==> config.mk <==
export PLATFORM = sky130hd
export DESIGN_NAME = fpa_front
export DESIGN_NICKNAME = d
export VERILOG_FILES = /design/src/rtl/fpa_pkg.sv /design/src/rtl/fpa_front.sv
export SDC_FILE = /design/constraint.sdc
export NUM_CORES = 1
export LEC_CHECK = 0
export BUFFER_PORTS_ARGS = -buffer_cell sky130_fd_sc_hd__buf_2
export CAP_MARGIN = 10
export CELL_PAD_IN_SITES_DETAIL_PLACEMENT = 1
export CELL_PAD_IN_SITES_GLOBAL_PLACEMENT = 2
export CORE_MARGIN = 3
export CORE_UTILIZATION = 37
export CTS_CLUSTER_SIZE = 40
export DETAILED_ROUTE_END_ITERATION = 8
export GPL_TIMING_DRIVEN = 0
export PLACE_DENSITY_LB_ADDON = 0.1
export SYNTH_ARGS = -nofsm -noshare
export SYNTH_HDL_FRONTEND = slang
export SYNTH_SLANG_ARGS = --single-unit
export TNS_END_PERCENT = 1
==> constraint.sdc <==
create_clock -name clk -period 17.47 [get_ports clk]
set_input_delay 3.494 -clock clk [delete_from_list [all_inputs] [get_ports clk]]
set_output_delay 3.494 -clock clk [all_outputs]
set_load 0.02 [all_outputs]
==> src/rtl/fpa_pkg.sv <==
// ============================================================================
// fpa_pkg: shared types and constants
// Request and response formats, opcodes and the classified item that
// travels from the front end through the queue to the execution pipeline.
// ============================================================================
`default_nettype none

package fpa_pkg;

    localparam int DEFAULT_FRAC_BITS = 8;
    localparam int QUEUE_DEPTH       = 2;
    localparam int QUEUE_PTR_W       = $clog2(QUEUE_DEPTH);
    localparam int QUEUE_CNT_W       = $clog2(QUEUE_DEPTH + 1);

    typedef enum logic [3:0] {
        OP_ADD      = 4'd0,
        OP_SUB      = 4'd1,
        OP_MUL      = 4'd2,
        OP_DIV      = 4'd3,
        OP_MIN      = 4'd4,
        OP_MAX      = 4'd5,
        OP_INC      = 4'd6,
        OP_DEC      = 4'd7,
        OP_FROM_INT = 4'd8,
        OP_TO_INT   = 4'd9
    } op_t;

    // How the execution pipeline finishes an item.
    typedef enum logic [1:0] {
        KIND_SIMPLE = 2'd0,
        KIND_MUL    = 2'd1,
        KIND_DIV    = 2'd2
    } kind_t;

    typedef struct packed {
        logic [3:0]         func;
        logic signed [31:0] operand_a;
        logic signed [31:0] operand_b;
    } req_t;

    typedef struct packed {
        logic signed [31:0] result;
        logic               a_less;
        logic               a_equal;
        logic               a_greater;
        logic               div_zero;
    } rsp_t;

    typedef struct packed {
        kind_t       kind;
        logic        neg;
        logic [31:0] mag_a;
        logic [31:0] mag_b;
        logic [31:0] simple;
        logic        lt;
        logic        eq;
        logic        gt;
        logic        dz;
    } cls_t;

endpackage

`default_nettype wire

==> src/rtl/fpa_front.sv <==
// ============================================================================
// fpa_front: request register and classifier
// Takes one request per cycle while not stalled, computes flags, magnitudes
// and the result of every simple operation, and hands the item to the queue.
// ============================================================================
`default_nettype none

module fpa_front #(
    parameter int FRAC_BITS = fpa_pkg::DEFAULT_FRAC_BITS
) (
    input  wire logic          clk,
    input  wire logic          rst_n,
    input  wire fpa_pkg::req_t req_data,
    input  wire logic          req_valid,
    output logic               req_stall,
    input  wire logic          q_full,
    output logic               q_push,
    output fpa_pkg::cls_t      q_item
);
    import fpa_pkg::*;

    logic front_valid_reg;
    cls_t front_reg;
    cls_t front_next;

    always_comb
    begin : classify
        logic [31:0] ua;
        logic [31:0] ub;
        ua = req_data.operand_a;
        ub = req_data.operand_b;
        front_next        = '0;
        front_next.kind   = KIND_SIMPLE;
        front_next.lt     = $signed(ua) < $signed(ub);
        front_next.eq     = ua == ub;
        front_next.gt     = $signed(ua) > $signed(ub);
        front_next.neg    = ua[31] ^ ub[31];
        front_next.mag_a  = ua[31] ? (32'd0 - ua) : ua;
        front_next.mag_b  = ub[31] ? (32'd0 - ub) : ub;
        unique case (op_t'(req_data.func))
            OP_ADD:      front_next.simple = ua + ub;
            OP_SUB:      front_next.simple = ua - ub;
            OP_MUL:      front_next.kind = KIND_MUL;
            OP_DIV:
            begin
                if (ub == 32'd0)
                begin
                    front_next.dz = 1'b1;
                end
                else
                begin
                    front_next.kind = KIND_DIV;
                end
            end
            OP_MIN:      front_next.simple = front_next.lt ? ua : ub;
            OP_MAX:      front_next.simple = front_next.gt ? ua : ub;
            OP_INC:      front_next.simple = ua + 32'd1;
            OP_DEC:      front_next.simple = ua - 32'd1;
            OP_FROM_INT: front_next.simple = ua << FRAC_BITS;
            OP_TO_INT:   front_next.simple = 32'($signed(ua) >>> FRAC_BITS);
            default:     front_next.simple = 32'd0;
        endcase
    end

    assign req_stall = front_valid_reg && q_full;
    assign q_push    = front_valid_reg && !q_full;
    assign q_item    = front_reg;

    always_ff @(posedge clk or negedge rst_n)
    begin
        if (!rst_n)
        begin
            front_valid_reg <= 1'b0;
        end
        else if (req_valid && !req_stall)
        begin
            front_valid_reg <= 1'b1;
        end
        else if (q_push)
        begin
            front_valid_reg <= 1'b0;
        end
    end

    always_ff @(posedge clk)
    begin
        if (req_valid && !req_stall)
        begin
            front_reg <= front_next;
        end
    end

endmodule

`default_nettype wire

Yosys cells after proc, flatten, opt, wreduce, memory -nomap -nowiden
Index checks and enable logic that the tools add are counted.
- bitwise operators: 1
- mux-type cells: 10
- eq/ne operators: 10
- order comparisons: 2
- $add $sub $neg: 6
- reduce and logical (&&, ||, !) cells: 8
- operator list (operator ; number):
    $pmux 32 s8 ; 1
    $mux 32 ; 2
    $sub 1x32->32 const A ; 2
    $mux 31 ; 2
    $add 32x1->32 const B ; 1
    $add 32x32->32 ; 1
    $eq 32x32->1 ; 1
    $gt 32x32->1 ; 1
    $logic_not 32->1 ; 1
    $lt 32x32->1 ; 1
    $sub 32x1->32 const B ; 1
    $sub 32x32->32 ; 1
    $eq 4x3->1 const B ; 4
    $eq 4x2->1 const B ; 2
    $eq 4x4->1 const B ; 2
    $eq 4x1->1 const B ; 1
    $logic_not 4->1 ; 1
    $pmux 2 s2 ; 1
    $logic_and 1x1->1 ; 3
    $mux 1 ; 3
    $logic_not 1->1 ; 2
    $mux 2 ; 1
    $reduce_bool 2->1 ; 1
    $xor 1x1->1 ; 1
- logic and storage cells: 49
- register bits: 104

Depth between registers and ports, before layout
Gate-level depths: netlist of the first run.
- depth in word-level cells: 4
- depth in mapped cells: 21
- mapped depth without buffers: 21

Worst setup path after synthesis of the first run
No wires, ideal clock.
- path type: input-to-reg
- start: input port q_full
- end: register front_reg (netlist bit q_item[0]), enable pin
- stages on the path: 2
- setup time: 0.576 ns
- data required time: 16.894 ns
- arrival: 8.258 ns
- path slack: 8.636 ns
- cells stage by stage: and2_1 nor2b_1
- word-level cells in the longest chain between the ends: 3
- RTL lines (item ; line ; source):
    start, declared ; fpa_front.sv:16 ; input wire logic q_full,
    $logic_and 1x1->1 ; fpa_front.sv:65 ; assign req_stall = front_valid_reg && q_full;
    $logic_not 1->1 ; fpa_front.sv:87 ; if (req_valid && !req_stall)
    $logic_and 1x1->1 ; fpa_front.sv:87 ;
    end signal, assigned ; fpa_front.sv:89 ; front_reg <= front_next;
    end, declared ; fpa_front.sv:23 ; cls_t front_reg;
Every way passes these cells.
A chain may end at the register's enable or synchronous reset.

==> metrics.txt, run 1 <==
Die Y ~170 µm; GP Congestion roughly 0.9; Tmin final just over 9000 ps; multi-input logic area slightly below 0.006 mm²; Max VDD drop 0.0421 mV; CTS tree yes; CTS Sinks around 100; CORE AREA ~0.025 mm²; Synth top area share 32.6%; TritonRoute pass-1 iters 5; RSZ-0062 raised after global routing no; post-route ant nets 0; Worst setup SP type primary input; Num CTS Buffers 9; Syn Nets 1214; Initial Utilization 37.7%; max_cap viols 0; mapped cell area ~0.0095 mm²; Largest register FFs between 100 and 150; Diodes inserted 0; final period utilization 52.0%; remaining global-route overflow 0; pin count of the biggest net entering global routing 37; biggest area consumer among synthesized cells edfxtp_1; synth top area cells edfxtp_1, xnor2_1, ha_1; clk buf depth 2; CP Class primary input to flop; Setup Skew slightly above 20 ps; Worst Max-Slew Pin Slew 1140 ps; WL per Instance approximately 25 µm; Synth cell types around 70; Detailed Route Iter0 Violations about 840; Max Slew Vio Count 0; vias in the first global route about 9400; critical path data required time around 18000 ps; CTS root buffer clkbuf_16; die area 0.0276 mm²; layout cells sized above 1 16.1%; # H-tree levels 3; FF/Latch Area 0.00312 mm²; Resize count post-CTS 0; Slew HR ~24%; aggregate global-route resource usage around 28%; clk_lat worst skew between 300 and 400 ps; Final Hold Vio Count 0; total number of vias around 9500; Post-synth ARST share less than 1%; clock-pin transition on the worst setup and hold timing paths ~100 ps; dpl ws 8110 ps; leakage approximately 4.4 nW; Post-synth EDFFs 103; synthesis-to-layout area growth 16.9%; I/O Buffers around 170; crit path max fanout 10; vias per cell 5.96; Arrival @ worst endpoint between 9000 and 10000 ps; power density relative to cell area between 70 and 80 mW/mm²; Fmax between 100 and 150 MHz; Post-CTS Setup Repair Bufs 0; Residual DRC 0; final WL around 40000 µm; worst hold path class flop to flop; cts hold-fix bufs 0; Setup TNS 0 ps; fin worst setup slack 8380 ps; hpwl dp 30800 µm; Synth Area per Inst 8.85 µm²; Top FF cell, synth edfxtp_1; Synth warnings 0; width of the die 166 µm; number of synthesized register bits between 100 and 150; post-synthesis sequential area ratio 32.8%; Filler cells approximately 3000; Rows between 50 and 60; first-pass GRT wire length between 50000 and 60000 µm; fin nets 1395; initial antenna violation count 2; most frequent cells in the layout buf_2, xnor2_1, nand2_1; commonest non-fill, non-tap cell in the layout buf_2; Worst setup EP type flop; I/O pin cnt 177; final setup violation count 0; Syn Inst Count between 1000 and 1500; outcome complete, no violations
==> where the power goes <==
| part | internal (mW) | total [mW] | switching, mW |
|---|---|---|---|
| Combinational | 0.114 | 0.324 | 0.210 |
| Clock | 0.101 | 0.216 | 0.115 |
| Sequential | 0.302 | 0.306 | 0.00448 |
==> metal layers <==
metal	vias up	wire length, µm	GRT usage, %
met3	49	2660	4.02
met1	4701	18200	40.0
met2	340	18200	45.3
met5	-	23	0
li1	4387	-	-
met4	4	929	7.64
==> area by class of cell <==
class | instances | share of cell area (%)
buffer | 65 | 2.37
timing repair buffer | 170 | 8.07
clock inverter | 6 | 0.518
clock buffer | 10 | 2.06
tap | 330 | 3.72
sequential | 104 | 28.1
inverter | 50 | 1.69
multi-input combinational | 855 | 53.5
==> synth_stat cells, types with 4 or more instances <==
cell type	number
nor2_1	48
a222oi_1	17
o21bai_1	9
o21ai_0	54
and3_1	4
o221ai_1	4
clkbuf_1	58
a211oi_1	7
a21o_1	28
nor4_1	8
and2_1	5
xnor2_1	113
nor3_1	27
o22ai_1	4
inv_1	50
or3_1	14
or4_1	6
or2_2	4
a21oi_1	99
o211ai_1	9
nand4_1	14
o41ai_1	6
a221o_1	16
o2111ai_1	5
a31oi_1	9
nor2b_1	10
nand3_1	29
nand2_1	106
xor2_1	28
a22oi_1	19
o31ai_1	10
o21a_1	11
a221oi_1	10
nand2b_1	13
ha_1	66
edfxtp_1	103
==> critical path, stage by stage <==
cell	delay [ps]
clkbuf_1	810
clkbuf_1	890
inv_1	390
ha_1	500
nand2_1	70
nor2_1	240
nand3_1	170
nor4_1	720
nor2_1	150
a21oi_1	190
o311ai_0	140
a21boi_1	190
clkbuf_1	480
a221oi_1	560
nand3_1	170
==> worst paths after layout <==
check,from,to,slack (ps),depth (start not counted)
worst max-delay path,req_data[31],q_item[27],8380,15
worst min-delay path,front_valid_reg,front_valid_reg,700,2
worst max register to register,front_valid_reg,q_item[58],15830,4
worst min register to register,front_valid_reg,front_valid_reg,700,2
max in group asynchronous,rst_n,front_valid_reg,14500,1
min in group asynchronous,rst_n,front_valid_reg,2890,1
==> through the flow <==
step | instances | power [mW] | instance area, µm² | hold slack (ps) | utilization [%]
floorplan | 1074 | 0.524 | 9500 | 744 | -
global placement | 1571 | 0.628 | 10800 | 597 | 42.7
detailed placement | 1574 | 0.631 | 10800 | 677 | 43.0
CTS | 1590 | 0.849 | 11100 | 704 | 44.1
global route | 1590 | 0.889 | 11100 | 773 | 44.1
finish | 1590 | 0.847 | 11100 | 703 | 44.1
==> cells by family after synthesis <==
| logic type | share of synthesized area, % |
|---|---|
| compound gates | 24.4 |
| xor+xnor | 13.0 |
| fa+ha+maj | 9.11 |
| buf+inv | 4.74 |
| flops | 32.8 |
| mux | 0.329 |
| simple gates | 15.6 |
Note: power is estimated with default switching activity, not from simulation.
==> run 2: changes to the inputs <==
--- a/config.mk
+++ b/config.mk
@@ -10,7 +10,7 @@
 export CELL_PAD_IN_SITES_DETAIL_PLACEMENT = 1
 export CELL_PAD_IN_SITES_GLOBAL_PLACEMENT = 2
 export CORE_MARGIN = 3
-export CORE_UTILIZATION = 37
+export CORE_UTILIZATION = 35
 export CTS_CLUSTER_SIZE = 40
 export DETAILED_ROUTE_END_ITERATION = 8
 export GPL_TIMING_DRIVEN = 0
==> constraint.sdc (replaced) <==
create_clock -name clk -period 9.1 [get_ports clk]
set_input_delay 1.82 -clock clk [delete_from_list [all_inputs] [get_ports clk]]
set_output_delay 1.82 -clock clk [all_outputs]
set_load 0.02 [all_outputs]
==> run 2 against run 1 <==
  * Critical endpoint unchanged
  * Register-to-register slack worse by 8400 ps
  * Clock power is 91% higher
  * Sequential share of layout area hardly changed
  * Cell area is 0.17% higher
  * Clock-buffer cell count stayed put
  * Highest routed layer unchanged
==> metrics.txt, run 2 (synthesis gave the netlist of run 1 again) <==
FF-to-FF setup slack 7410 ps (was 15830 ps); Post-CTS Setup Repair Bufs 0 (unchanged); final setup violation count 0 (unchanged); Setup Skew 11.1 ps (was 20.2 ps); clk buf depth 2 (unchanged); pin count of the biggest net entering global routing 36 (was 37); Min-Delay Startpoint front_valid_reg (unchanged); cts hold-fix bufs 0 (unchanged); Design Area, Final 0.0111 mm² (about the same); clock-pin transition on the worst setup and hold timing paths 100 ps (about the same); dpl ws 1240 ps (was 8110 ps); outcome complete, no violations (unchanged); most used cell, CP clkbuf_1 (unchanged); leakage 4.45 nW (was 4.44 nW); Worst setup EP type flop (unchanged); layout cells sized above 1 16.2% (was 16.1%); Tmin final approximately 7600 ps; most frequent cells in the layout buf_2, xnor2_1, nand2_1 (unchanged); total number of vias 9488 (was 9481); Fmax roughly 130 MHz; final core occ 42.2% (was 44.1%); Slowest cell on crit path clkbuf_1 (unchanged); Arrival @ worst endpoint 7720 ps (was 9200 ps); commonest non-fill, non-tap cell in the layout buf_2 (unchanged); I/O pin cnt 177 (unchanged); Max Slew Vio Count 0 (unchanged); synthesis-to-layout area growth 17.1% (was 16.9%); critical path cell sequence clkbuf_1, clkbuf_1, inv_1, ha_1, nand2_1, nor2_1, nand3_1, nor4_1, nor2_1, a21oi_1, o311ai_0, a21boi_1, clkbuf_1, a221oi_1, nand3_1 (unchanged); worst hold path class flop to flop (unchanged); vias in the first global route 9422 (was 9436); Filler cells 3178 (was 3059); remaining global-route overflow 0 (unchanged); aggregate global-route resource usage 27.7% (was 28.2%); CTS tree yes (unchanged); crit path max fanout 10 (unchanged); Hold Path Depth 2 (unchanged); fin worst setup slack 1490 ps (was 8380 ps); post-route ant nets 0 (unchanged); Resize count post-CTS 0 (unchanged); Largest register FFs 103 (unchanged); power density relative to cell area 146 mW/mm² (was 76.3 mW/mm²); CP Class primary input to flop (unchanged); Max VDD drop 0.0778 mV (was 0.0421 mV); reg2reg end q_item[28] (was q_item[58]); CTS root buffer clkbuf_16 (unchanged); Setup TNS 0 ps (unchanged); final WL 40800 µm (was 40000 µm); CORE AREA 0.0264 mm² (was 0.0252 mm²); clk_lat worst skew 380 ps (about the same); total power draw 1.63 mW (was 847 µW); Worst Max-Slew Pin Slew 1190 ps (was 1140 ps); initial antenna violation count 3 (was 2); max_cap viols 0 (unchanged); Final Hold Vio Count 0 (unchanged); WHS Endpoint front_valid_reg (unchanged); peak per-stage delay on the critical path 950 ps (was 890 ps); vias per cell 5.94 (was 5.96); Area after DPL 0.0108 mm² (about the same); hpwl dp 31600 µm (was 30800 µm); critical path data required time 9210 ps (was 17580 ps); CTS Sinks 104 (unchanged); first-pass GRT wire length 60200 µm (was 59700 µm); Slew HR 20.8% (was 24.3%); Rows 59 (was 58); Num CTS Buffers 9 (unchanged); die area 0.0292 mm² (was 0.0276 mm²); Initial Utilization 36.1% (was 37.7%); RSZ-0062 raised after global routing no (unchanged); Detailed Route Iter0 Violations 881 (was 836); TritonRoute pass-1 iters 6 (was 5); fin nets 1396 (was 1395); # H-tree levels 3 (unchanged); Worst R2R Start front_valid_reg (unchanged); Residual DRC 0 (unchanged); Die Y 171 µm (was 166 µm); GP Congestion 0.921 (was 0.900); Worst setup SP type primary input (unchanged); Register-to-Register Path Depth 4 (unchanged); I/O Buffers 167 (unchanged); WL per Instance 25.6 µm (was 25.1 µm); width of the die 171 µm (was 166 µm); final period utilization a little over four fifths
## run 2: cell count changes in the layout (fill, tap and decap cells not counted), sizes merged
cell / delta
diode: +1
inv: -2
clkbuf: +1
clkinv: +2
## run 2: area by class of cell
type	instances	area, µm²	area share (%)
buffer	65	263	2.36
multi-input combinational	855	5940	53.4
clock buffer	10	229	2.06
timing repair buffer	171	901	8.10
sequential	104	3120	28.0
tap	335	419	3.77
antenna	1	2.50	0.0225
inverter	50	188	1.69
clock inverter	6	62.6	0.562
## run 2: report_power, final
part	internal (mW)	leakage [nW]	total, mW	switching, mW
clock	0.194	0.142	0.412	0.218
sequential	0.580	1.00	0.588	0.00862
combinational	0.219	3.30	0.625	0.406
## run 2: worst max-delay path: cells and delay by family
| kind | cells | cell delay (ps) |
|---|---|---|
| AOI/OAI and AO/OA | 4 | 1100 |
| buffers and inverters | 4 | 2630 |
| and+or+nand+nor | 6 | 1610 |
| adders and majority gates | 1 | 520 |
## run 2: layer usage
metal,global-route usage (%),vias up,part of all wire [%]
li1,-,4399,-
met1,39.6,4683,46
met2,44.3,358,45
met3,4.02,42,6.6
met4,6.63,6,1.7
met5,0,-,0.18
## run 2: how the worst max path moves through the flow
stage / start / to / slack [ps] / depth (start not counted)
4_1_cts: req_data[31] / q_item[27] / 1630 / 15
5_1_grt: req_data[31] / q_item[27] / 1280 / 15
2_1_floorplan: q_full / q_item[0] / 1940 / 2
6_report: req_data[31] / q_item[27] / 1490 / 15
3_5_place_dp: req_data[31] / q_item[27] / 1240 / 15
3_3_place_gp: q_full / q_item[54] / -40 / 3
## run 2: metrics by stage
step	hold slack, ps	std cells
3_3_place_gp	599	1576
2_1_floorplan	744	1074
3_5_place_dp	692	1579
6_report	701	1597
4_1_cts	714	1595
5_1_grt	742	1596
