## config.mk

```make
export PLATFORM = sky130hd
export DESIGN_NAME = fpa_queue
export DESIGN_NICKNAME = d
export VERILOG_FILES = /design/src/rtl/fpa_pkg.sv /design/src/rtl/fpa_queue.sv
export SDC_FILE = /design/constraint.sdc
export NUM_CORES = 1
export LEC_CHECK = 0
export BUFFER_PORTS_ARGS = -buffer_cell sky130_fd_sc_hd__buf_4
export CORE_UTILIZATION = 47
export CTS_CLUSTER_DIAMETER = 200
export DETAILED_ROUTE_END_ITERATION = 6
export PLACE_DENSITY = 0.75
export REMOVE_ABC_BUFFERS = 1
export SLEW_MARGIN = 20
export SYNTH_ARGS = -nofsm -noshare
export SYNTH_HDL_FRONTEND = slang
export SYNTH_SLANG_ARGS = --single-unit
```

## constraint.sdc

```tcl
create_clock -name clk -period 5.6 [get_ports clk]
set_input_delay 0.56 -clock clk [delete_from_list [all_inputs] [get_ports clk]]
set_output_delay 0.56 -clock clk [all_outputs]
set_load 0.01 [all_outputs]
```

## src/rtl/fpa_pkg.sv

```systemverilog
// ============================================================================
// fpa_pkg: shared types and constants
// Request and response formats, opcodes and the classified item that
// travels from the front end through the queue to the execution pipeline.
// ============================================================================
`default_nettype none

package fpa_pkg;

    localparam int DEFAULT_FRAC_BITS = 8;
    localparam int QUEUE_DEPTH       = 2;
    localparam int QUEUE_PTR_W       = $clog2(QUEUE_DEPTH);
    localparam int QUEUE_CNT_W       = $clog2(QUEUE_DEPTH + 1);

    typedef enum logic [3:0] {
        OP_ADD      = 4'd0,
        OP_SUB      = 4'd1,
        OP_MUL      = 4'd2,
        OP_DIV      = 4'd3,
        OP_MIN      = 4'd4,
        OP_MAX      = 4'd5,
        OP_INC      = 4'd6,
        OP_DEC      = 4'd7,
        OP_FROM_INT = 4'd8,
        OP_TO_INT   = 4'd9
    } op_t;

    // How the execution pipeline finishes an item.
    typedef enum logic [1:0] {
        KIND_SIMPLE = 2'd0,
        KIND_MUL    = 2'd1,
        KIND_DIV    = 2'd2
    } kind_t;

    typedef struct packed {
        logic [3:0]         func;
        logic signed [31:0] operand_a;
        logic signed [31:0] operand_b;
    } req_t;

    typedef struct packed {
        logic signed [31:0] result;
        logic               a_less;
        logic               a_equal;
        logic               a_greater;
        logic               div_zero;
    } rsp_t;

    typedef struct packed {
        kind_t       kind;
        logic        neg;
        logic [31:0] mag_a;
        logic [31:0] mag_b;
        logic [31:0] simple;
        logic        lt;
        logic        eq;
        logic        gt;
        logic        dz;
    } cls_t;

endpackage

`default_nettype wire

```

## src/rtl/fpa_queue.sv

```systemverilog
// ============================================================================
// fpa_queue: short queue between front end and execution pipeline
// A small circular buffer that lets either side stall on its own.
// ============================================================================
`default_nettype none

module fpa_queue (
    input  wire logic          clk,
    input  wire logic          rst_n,
    input  wire logic          push,
    input  wire fpa_pkg::cls_t push_item,
    output logic               full,
    input  wire logic          pop,
    output logic               head_valid,
    output fpa_pkg::cls_t      head_item
);
    import fpa_pkg::*;

    cls_t                   mem [QUEUE_DEPTH];
    logic [QUEUE_PTR_W-1:0] wr_ptr_reg;
    logic [QUEUE_PTR_W-1:0] rd_ptr_reg;
    logic [QUEUE_CNT_W-1:0] count_reg;
    logic                   do_pop;

    assign full       = count_reg == QUEUE_CNT_W'(QUEUE_DEPTH);
    assign head_valid = count_reg != '0;
    assign head_item  = mem[rd_ptr_reg];
    assign do_pop     = pop && head_valid;

    always_ff @(posedge clk)
    begin
        if (push)
        begin
            mem[wr_ptr_reg] <= push_item;
        end
    end

    always_ff @(posedge clk or negedge rst_n)
    begin
        if (!rst_n)
        begin
            wr_ptr_reg <= '0;
            rd_ptr_reg <= '0;
            count_reg  <= '0;
        end
        else
        begin
            if (push)
            begin
                wr_ptr_reg <= (wr_ptr_reg == QUEUE_PTR_W'(QUEUE_DEPTH - 1)) ?
                              '0 : wr_ptr_reg + 1'b1;
            end
            if (do_pop)
            begin
                rd_ptr_reg <= (rd_ptr_reg == QUEUE_PTR_W'(QUEUE_DEPTH - 1)) ?
                              '0 : rd_ptr_reg + 1'b1;
            end
            if (push && !do_pop)
            begin
                count_reg <= count_reg + 1'b1;
            end
            else if (do_pop && !push)
            begin
                count_reg <= count_reg - 1'b1;
            end
        end
    end

endmodule

`default_nettype wire

```

# After elaboration in Yosys (flattened, before gate mapping)
# Memories as Yosys holds them, arrays and structs flattened.
# Index checks and enable logic that the tools add are counted.
# W data, S select, Z words.
# totals
memories,1
ramBits,206
reg_bits,4
elab_cells,22
# op_classes
n_addsub,4
mux,6
reduce_logical,7
n_eq_ne,1
# memory_table
memory,words,width,rd,rd_clocked_by_memory_dff,write_ports,line_no,rtl
mem,2,103,1,0,1,fpa_queue.sv:19,cls_t mem [QUEUE_DEPTH];
# ops
op,count
$mux W1,4
$mux W2,2
$reduce_bool A2 Y1,2
$logic_and A1 B1 Y1,3
$add A1 B1 Y1 const B,2
$add A2 B1 Y2 const B,1
$eq A2 B2 Y1 const B,1
$logic_not A1 Y1,2
$sub A2 B1 Y2 const B,1

# Logic depth before layout (Yosys ltp)
# Gate-level depths: netlist of run 1.
# depth
depth_word,5
depth_mapped,6
ltp_nobuf,6

# Worst setup path after synthesis of run 1
# OpenSTA, ideal clock, no wires.
# synth_path
path_type,input to register
start,input push
end,memory mem[0][0] (netlist name) (enable)
cell_stages,1
required_time_ps,5022
t_arrival_ps,5040
n_path_buf,0
path_slack_ps,-18
setup_ps,578
path_cell_list,nor2b_1
# synth_between
elab_chain_cells,2
# synth_rtl
item,line_no,rtl
"start, declared",fpa_queue.sv:10,"input wire logic push,"
$mux W1,fpa_queue.sv:32,if (push)
$mux W1 (not written as such),fpa_queue.sv:34,mem[wr_ptr_reg] <= push_item;
"end, declared",fpa_queue.sv:19,
# No other way between the ends.

==> summary by stage, run 1 <==
Placed design
The final HPWL from detailed placement is 9469 um. Summing all placed instances gives a cell area of between 9000 and 10,000 um^2. The total of buffers placed on input and output ports is approximately 210. At the end of routability-driven placement, the weighted congestion stood at approximately 0.73.

Critical path
The flop-to-flop setup slack is 3400 ps. The type of destination of the critical path is an output pin. In this run the number of cells on the critical path is 3. In this run the worst path has a maximum fanout of 45. Among the stages of the critical path, the cell type that occurs most often is buf_4. The required arrival time at the worst endpoint is 5040 ps. Counting cells, the worst reg-to-reg path comes to 2. The critical path contains buffers and inverters numbering 2 combined.

At the worst endpoint, the arrival time is 2380 ps. The critical path class is flip-flop to output pin. The kind of start point of the critical path is a flip-flop. In this design, the largest share of critical-path delay is due to buffers and inverters. The longest individual stage delay on the worst path is 640 ps. Walking the worst path, the cells encountered are buf_4 -> mux2_2 -> buf_4.

Among all stages on the critical path, the largest delay is contributed by dfrtp_4.

Final layout
In the layout the commonest cells are 216 x buf_4, 206 x edfxtp_1, 60 x mux2_4. The leading cell type in the layout, fill and taps excluded is buf_4. The flip-flop count of the largest register, all copies and words added is 206.

Of the cells placed in the final design, the portion with a size suffix greater than 1 is approximately 60%. Summing all flip-flop and latch instances after layout gives 6290 um^2. In the final design database the tool counted 674 nets. The filler cell count is around 1,200. The layout overhead on the synthesized area is 31.56%.

The finished cells cover 10,360 um^2. The multi-input gate area in the final layout is 1484 um^2.

GRT
Entering global routing, the biggest net connects 63 pins. The first global-routing pass estimated 22,340 um of wire. The via count of the first global-routing pass is ~4,300.

The initial antenna violation count is 2. The remaining global-route overflow is 0. The total global-route track usage is ~17%.

Floorplanning
The die covers 17,270 um^2. The total I/O pin count is 212. The floorplan step set the die height to 131.4 um. The total core area is 16,120 um^2.

The row count is 46. From left edge to right edge, the die measures 131.4 um. The initial utilization of the core area, before any placement, comes to 48.86%.

Detailed routing
Wires add up to 14,540 um. The post-detailed-route via-to-cell ratio is roughly 4.9. The first TritonRoute pass finished after 4 iterations. The detailed-route DRC error count is 0. The starting DRC count in detailed routing is between 200 and 250. Once detail routing completed, the nets flagged for antenna violations numbered 0.

The average detailed-routed wire length per instance is 18.26 um. The overall via count from detail_route is 3,877.

Synth
The cell area after technology mapping is roughly 7900 um^2. Synthesis inferred 210 register bits. During synthesis, Yosys emitted a total of 0 warnings. After synthesis, flip-flops and latches occupy 79.83% of the total area. Each instance of the synthesized netlist takes up on average 23.36 um^2. The gate count of the mapped netlist is around 340. The netlist uses 15 different library cells.

Min path
The hold path depth is 1. The worst hold path belongs to the class primary input to flip-flop.

Power and ir drop
For this design the static power due to leakage is 0.004059 uW. The total power density per cell area is 505.4 nW/um^2. The peak supply drop is 0.2998 mV.

CTS
The clock drives 210 sinks. The cell chosen for the clock root is clkbuf_16. The post-CTS clock slew at the launch and capture registers of the worst setup and hold paths is 60 ps. The longest clock path from root to sink contains 3 buffers.

The H-tree depth is 1. The clock reaches the later pin of the worst-skew pair after slightly below 500 ps. The CTS buffer count is 22. TritonCTS built the clock tree. The post-CTS setup buffer count is 0.

Timing
The final critical-path required period is between 2000 and 3000 ps. The part of the cycle the worst path needs is between 50% and 60%. The final count of pins violating max slew is 0.

Setup repair after global routing left no endpoint under its margin. The setup violation total in the final timing report is 0. On the final layout, the worst hold slack is 253.7 ps. The max-slew headroom at the worst pin is between 40% and 50%. The final hold violation count is 0. The maximum achievable frequency is around 0.34 GHz. The final clock skew is 5.027 ps. At the pin with the least slew margin, the transition time is 868.0 ps.

Flow run
Across the run, the number of max-cap violations was 0.

Status
The run finished with clean final reports.
-- repair_timing --
action	4_1_cts	5_1_grt
hold buffers	1	0
gates resized for setup	0	0
endpoints found under the hold margin	4	0
-- cell type report --
type / instances / share of cell area [%]
Sequential cell: 210 / 60.72
Timing Repair Buffer: 217 / 15.75
Multi-Input combinational cell: 115 / 14.33
Clock buffer: 27 / 5.701
Tap cell: 216 / 2.609
Clock inverter: 9 / 0.8455
Antenna cell: 2 / 0.04831
-- final timing paths --
kind	start	endpoint
worst min-delay path	push_item[85]	mem[1][85]$_DFFE_PP_
worst max register to register	wr_ptr_reg$_DFFE_PN0P_	mem[1][50]$_DFFE_PP_
max in group asynchronous	rst_n	rd_ptr_reg$_DFFE_PN0P_
worst min register to register	count_reg[1]$_DFFE_PN0P_	count_reg[1]$_DFFE_PN0P_
min in group asynchronous	rst_n	wr_ptr_reg$_DFFE_PN0P_
worst max-delay path	rd_ptr_reg$_DFFE_PN0P_	head_item[11]
-- per-stage QoR --
stage | setup TNS [ps] | power [uW] | worst slack (ps) | utilization, % | std cells
after global routing | 0 | 5466 | 2567 | 64.25 | 794
after floorplan | -1894 | 3305 | -18.39 | - | 325
after detailed placement | 0 | 3926 | 3141 | 59.98 | 757
after CTS | 0 | 5314 | 2616 | 64.25 | 794
after global placement | 0 | 3880 | 3172 | 59.98 | 757
final | 0 | 5235 | 2660 | 64.28 | 796
-- Yosys cell counts --
library cell	instances	area share, %
buf_8	1	0.19
ha_1	1	0.16
mux2_2	43	6.1
xnor2_1	2	0.22
edfxtp_1	206	79
nand2_1	1	0.048
mux2_4	60	11
dfrtp_1	4	1.3
nor2_1	1	0.048
nor2b_1	2	0.16
buf_6	7	1.0
xor2_1	3	0.33
or2_2	1	0.080
and2_1	1	0.080
buf_2	4	0.25
-- layer usage --
layer | GRT usage [%] | vias to the layer above | share of wire [%]
met5 | 0 | - | 0
met4 | 5.168 | 0 | 2.5
met3 | 5.363 | 31 | 7.5
met2 | 29.51 | 142 | 51
met1 | 18.86 | 1904 | 39
li1 | - | 1800 | -
-- report_power, final --
part | internal [uW] | total, uW | leakage [uW] | switching, uW
Clock | 831 | 1370 | 0.000330 | 540
Sequential | 2090 | 2200 | 0.00198 | 112
Combinational | 910 | 1660 | 0.00175 | 749
Total | 3830 | 5230 | 0.00406 | 1400
-- worst reg2reg max path: cells and delay by family, from the launching register on --
family                 cells  cell delay [ps]
buffers and inverters      1              780
DFF                        1              440
and+or+nand+nor            1              580
-- cell families after synthesis --
family                   count (synthesis)  share of synthesized area (%)
AND/OR/NAND/NOR                          6                         0.4131
buffers and inverters                   12                          1.446
XOR/XNOR                                 5                         0.5563
flip-flops                             210                          79.83
multiplexers                           103                          17.59
adder cells (fa/ha/maj)                  1                         0.1589
(Power assumes the default switching activity.)
==> inputs of run 2 (changes only) <==
--- a/config.mk
+++ b/config.mk
@@ -5,11 +5,12 @@
 export SDC_FILE = /design/constraint.sdc
 export NUM_CORES = 1
 export LEC_CHECK = 0
+export ABC_AREA = 1
 export BUFFER_PORTS_ARGS = -buffer_cell sky130_fd_sc_hd__buf_4
 export CORE_UTILIZATION = 47
 export CTS_CLUSTER_DIAMETER = 200
 export DETAILED_ROUTE_END_ITERATION = 6
-export PLACE_DENSITY = 0.75
+export PLACE_DENSITY = 0.76
 export REMOVE_ABC_BUFFERS = 1
 export SLEW_MARGIN = 20
 export SYNTH_ARGS = -nofsm -noshare
==> constraint.sdc (replaced) <==
create_clock -name clk -period 2.5 [get_ports clk]
set_input_delay 0.25 -clock clk [delete_from_list [all_inputs] [get_ports clk]]
set_output_delay 0.25 -clock clk [all_outputs]
set_load 0.01 [all_outputs]
==> summary by stage, run 2 <==
Timing
The final hold violation count came to 0. The max-slew headroom at the worst pin is a little over 60%. Setup repair after global routing left no endpoint under its margin.

In the finished design, the share of the clock period the worst path needs comes to between 80% and 90%. The tightest hold path in the finished design has a slack of 5.403 ps. The final clock skew is 12.09 ps. The transition time of the tightest slew-check pin is 584.6 ps. In the final timing run, aggregate negative setup slack is 0 ps. The final count of pins violating max slew is 0.

Subtracting the final worst setup slack from the clock period gives 2157 ps. The maximum achievable frequency is roughly 0.46 GHz. The setup violation total in the final timing report is 0.

Floorplanning
The vertical die dimension is 130.2 um. The floorplan step set the die width to 130.2 um. The total I/O pin count is 212.

For this configuration, the core starts out at a cell density of 48.45%. The row count is 46. The die covers 16,950 um^2. The total core area is 15,940 um^2.

GRT
The global-route met1 utilization is 23.41%. The first global-routing pass estimated 26,010 um of wire. The global routing usage on met3 is 4.674%. Global routing used 37.17% of the available met2 tracks. Entering global routing, the biggest net connects between 100 and 150 pins. The via count of the first global-routing pass is 5,317. The initial antenna violation count is 1. Global routing used a little over 20% of the available tracks.

Global routing finished with a remaining overflow of 0. The highest-utilization routing layer at the global route stage is met2.

Critical path
The required arrival time at the worst endpoint is 2250 ps. Along the worst path, the maximum fanout reaches 52. For the worst setup path, the data arrival time is 1910 ps. The critical path class is flip-flop to output pin. STA classifies the critical path endpoint as an output pin. STA classifies the critical path startpoint as a flip-flop.

Final layout
Fill cells in the final layout number just over 1,000. The top cell types in the final layout, fill and taps aside, are 318 x nand2_1, 214 x buf_4, 206 x edfxtp_1. The register with the most flip-flops in the layout has 206 of them. The final layout net count is approximately 1,000. The leading cell type in the layout, fill and taps excluded is nand2_1. For this run, the share of the core covered by cells in the final layout is 70.47%. The multi-input gate area in the final layout is about 1300 um^2. The layout overhead on the synthesized area is 45.43%. The layout cell share with drive strength beyond 1 is 27.37%. With fillers left out, the area of the finished cells amounts to around 11,000 um^2.

Registers take 6290 um^2.

CTS
The post-CTS clock slew at the launch and capture registers of the worst setup and hold paths is ~60 ps. Clock tree synthesis inserted a total of 22 buffers. The number of gates resized after CTS was 0. The CTS tree is yes. The cell chosen for the clock root is clkbuf_16.

The post-CTS setup buffer count is 0. The clock net in this run drives a total of 210 sinks. The maximum clock insertion buffer count is 3. CTS built an H-tree with a depth of 1. The clock latency on the worst-skew pair is between 400 and 500 ps. The number of hold buffers added after CTS was between 100 and 150.

Synth
The average footprint of a synthesized cell is 13.65 um^2. Of all cell types, the one taking the most synthesized area is edfxtp_1. The number of warnings printed during yosys synthesis is 0.

The number of flip-flops and latches in the synthesized netlist is 210. Yosys instantiated no cell more often than nand2_1. The most common flop cell mapped by yosys is edfxtp_1. In this run, synthesis inferred roughly 210 flip-flops with an integrated enable. The sequential element share of the synthesized area is 81.37%. The gate count of the mapped netlist is between 500 and 600. Counting flops with an async set or reset pin after synthesis yields a share of roughly 1.9%. The number of unique standard cell types used by synthesis is 13. The synthesized design devotes to its leading area cell type 80.08% of total area.

By count the netlist is led by 318 x nand2_1, 206 x edfxtp_1, 15 x buf_2, 8 x buf_6, 6 x inv_1. The synthesized netlist occupies a cell area of about 7700 um^2. After synthesis, the cell types taking the most area are edfxtp_1 80%, nand2_1 15%, dfrtp_1 1.3%.

Min path
The min-delay analysis places its worst path in the category primary input to flip-flop.

Power and ir drop
The net load switching power is 3834 uW. The part of the power in the clock network is 24.6%. Internal power comes to 8084 uW. In this run the power density over the cells is 1061 nW/um^2. Registers are responsible for 40.7% of the overall power.

The combinational share of power is 34.7%. The peak supply drop is 0.6526 mV. Net switching is 32.17% of the power.

For this design the static power due to leakage is 0.004795 uW.

Detailed routing
The detailed-route DRC error count is 0. The final layout contains routed wiring with a total length of between 15,000 and 20,000 um. The count of nets left with antenna violations once routing finished came out at 0.

The starting DRC count in detailed routing is around 290. The first detailed-routing pass took 4 iterations. The post-detailed-route via-to-cell ratio is about 4.7. The overall via count from detail_route is 5,304. Dividing the detail-routed wire length by the instance count gives around 16 um.

Placed design
In this run the cell area measured after placement is 9532 um^2. During placement, the flow inserted port buffers numbering 211. The final HPWL from detailed placement is roughly 10,000 um. The final weighted congestion in routability-driven placement is 0.7121.

Status
The run finished with clean final reports.

Flow run
The number of max-cap violations is 0.
[run 2: per-stage QoR]
stage,std cells,total power [uW],worst slack [ps]
3_3_place_gp,977,8798,856.4
2_1_floorplan,543,6893,-2766
6_report,1123,11920,343.1
3_5_place_dp,977,8921,851.5
5_1_grt,1123,12550,220.2
4_1_cts,1122,11980,335.3
[run 2: final cells by class]
class	count	share of cell area [%]
clock buffer	30	5.357
multi-input combinational	326	11.17
timing repair buffer	323	24.37
clock inverter	10	0.4232
sequential	210	55.99
inverter	7	0.2673
tap	216	2.406
antenna	1	0.02227
[run 2: power by group through the flow]
stage / logic [uW] / registers (uW) / clock network (uW)
2_1_floorplan: 1780 / 5110 / 0
3_3_place_gp: 3910 / 4890 / 0
3_5_place_dp: 4000 / 4920 / 0
4_1_cts: 4150 / 4850 / 2980
5_1_grt: 4530 / 4900 / 3120
6_report: 4140 / 4850 / 2930
[run 2: worst paths after layout]
kind | startpoint | to | slack [ps] | cells past startpoint
max in group asynchronous | rst_n | wr_ptr_reg$_DFFE_PN0P_ | 2280 | 2
worst min register to register | count_reg[1]$_DFFE_PN0P_ | count_reg[1]$_DFFE_PN0P_ | 500 | 2
worst min-delay path | pop | rd_ptr_reg$_DFFE_PN0P_ | 5 | 3
worst max-delay path | rd_ptr_reg$_DFFE_PN0P_ | head_item[27] | 340 | 5
min in group asynchronous | rst_n | rd_ptr_reg$_DFFE_PN0P_ | 100 | 2
worst max register to register | wr_ptr_reg$_DFFE_PN0P_ | mem[1][102]$_DFFE_PP_ | 860 | 3
[run 2: cell families (layout without fill, tap and decap cells)]
family	Yosys count	in the layout	synth area share [%]
AND/OR/NAND/NOR	323	323	15.76
adder cells (fa/ha/maj)	1	1	0.1619
buffers and inverters	30	370	2.478
XOR/XNOR	2	2	0.2268
other	0	1	0
flip-flops	210	210	81.37
[run 2: critical path, cell delays in order, from the launching register on]
cell and delay (ps):
dfrtp_4 490, clkinv_2 60, buf_4 480, nand2_1 120, nand2_1 120, buf_4 130
[run 2: per-layer routing]
layer | part of all wire [%] | wire (um)
met1 | 38 | 6728
met2 | 53 | 9336
met3 | 7.0 | 1231
met4 | 1.6 | 274
met5 | 0 | 0
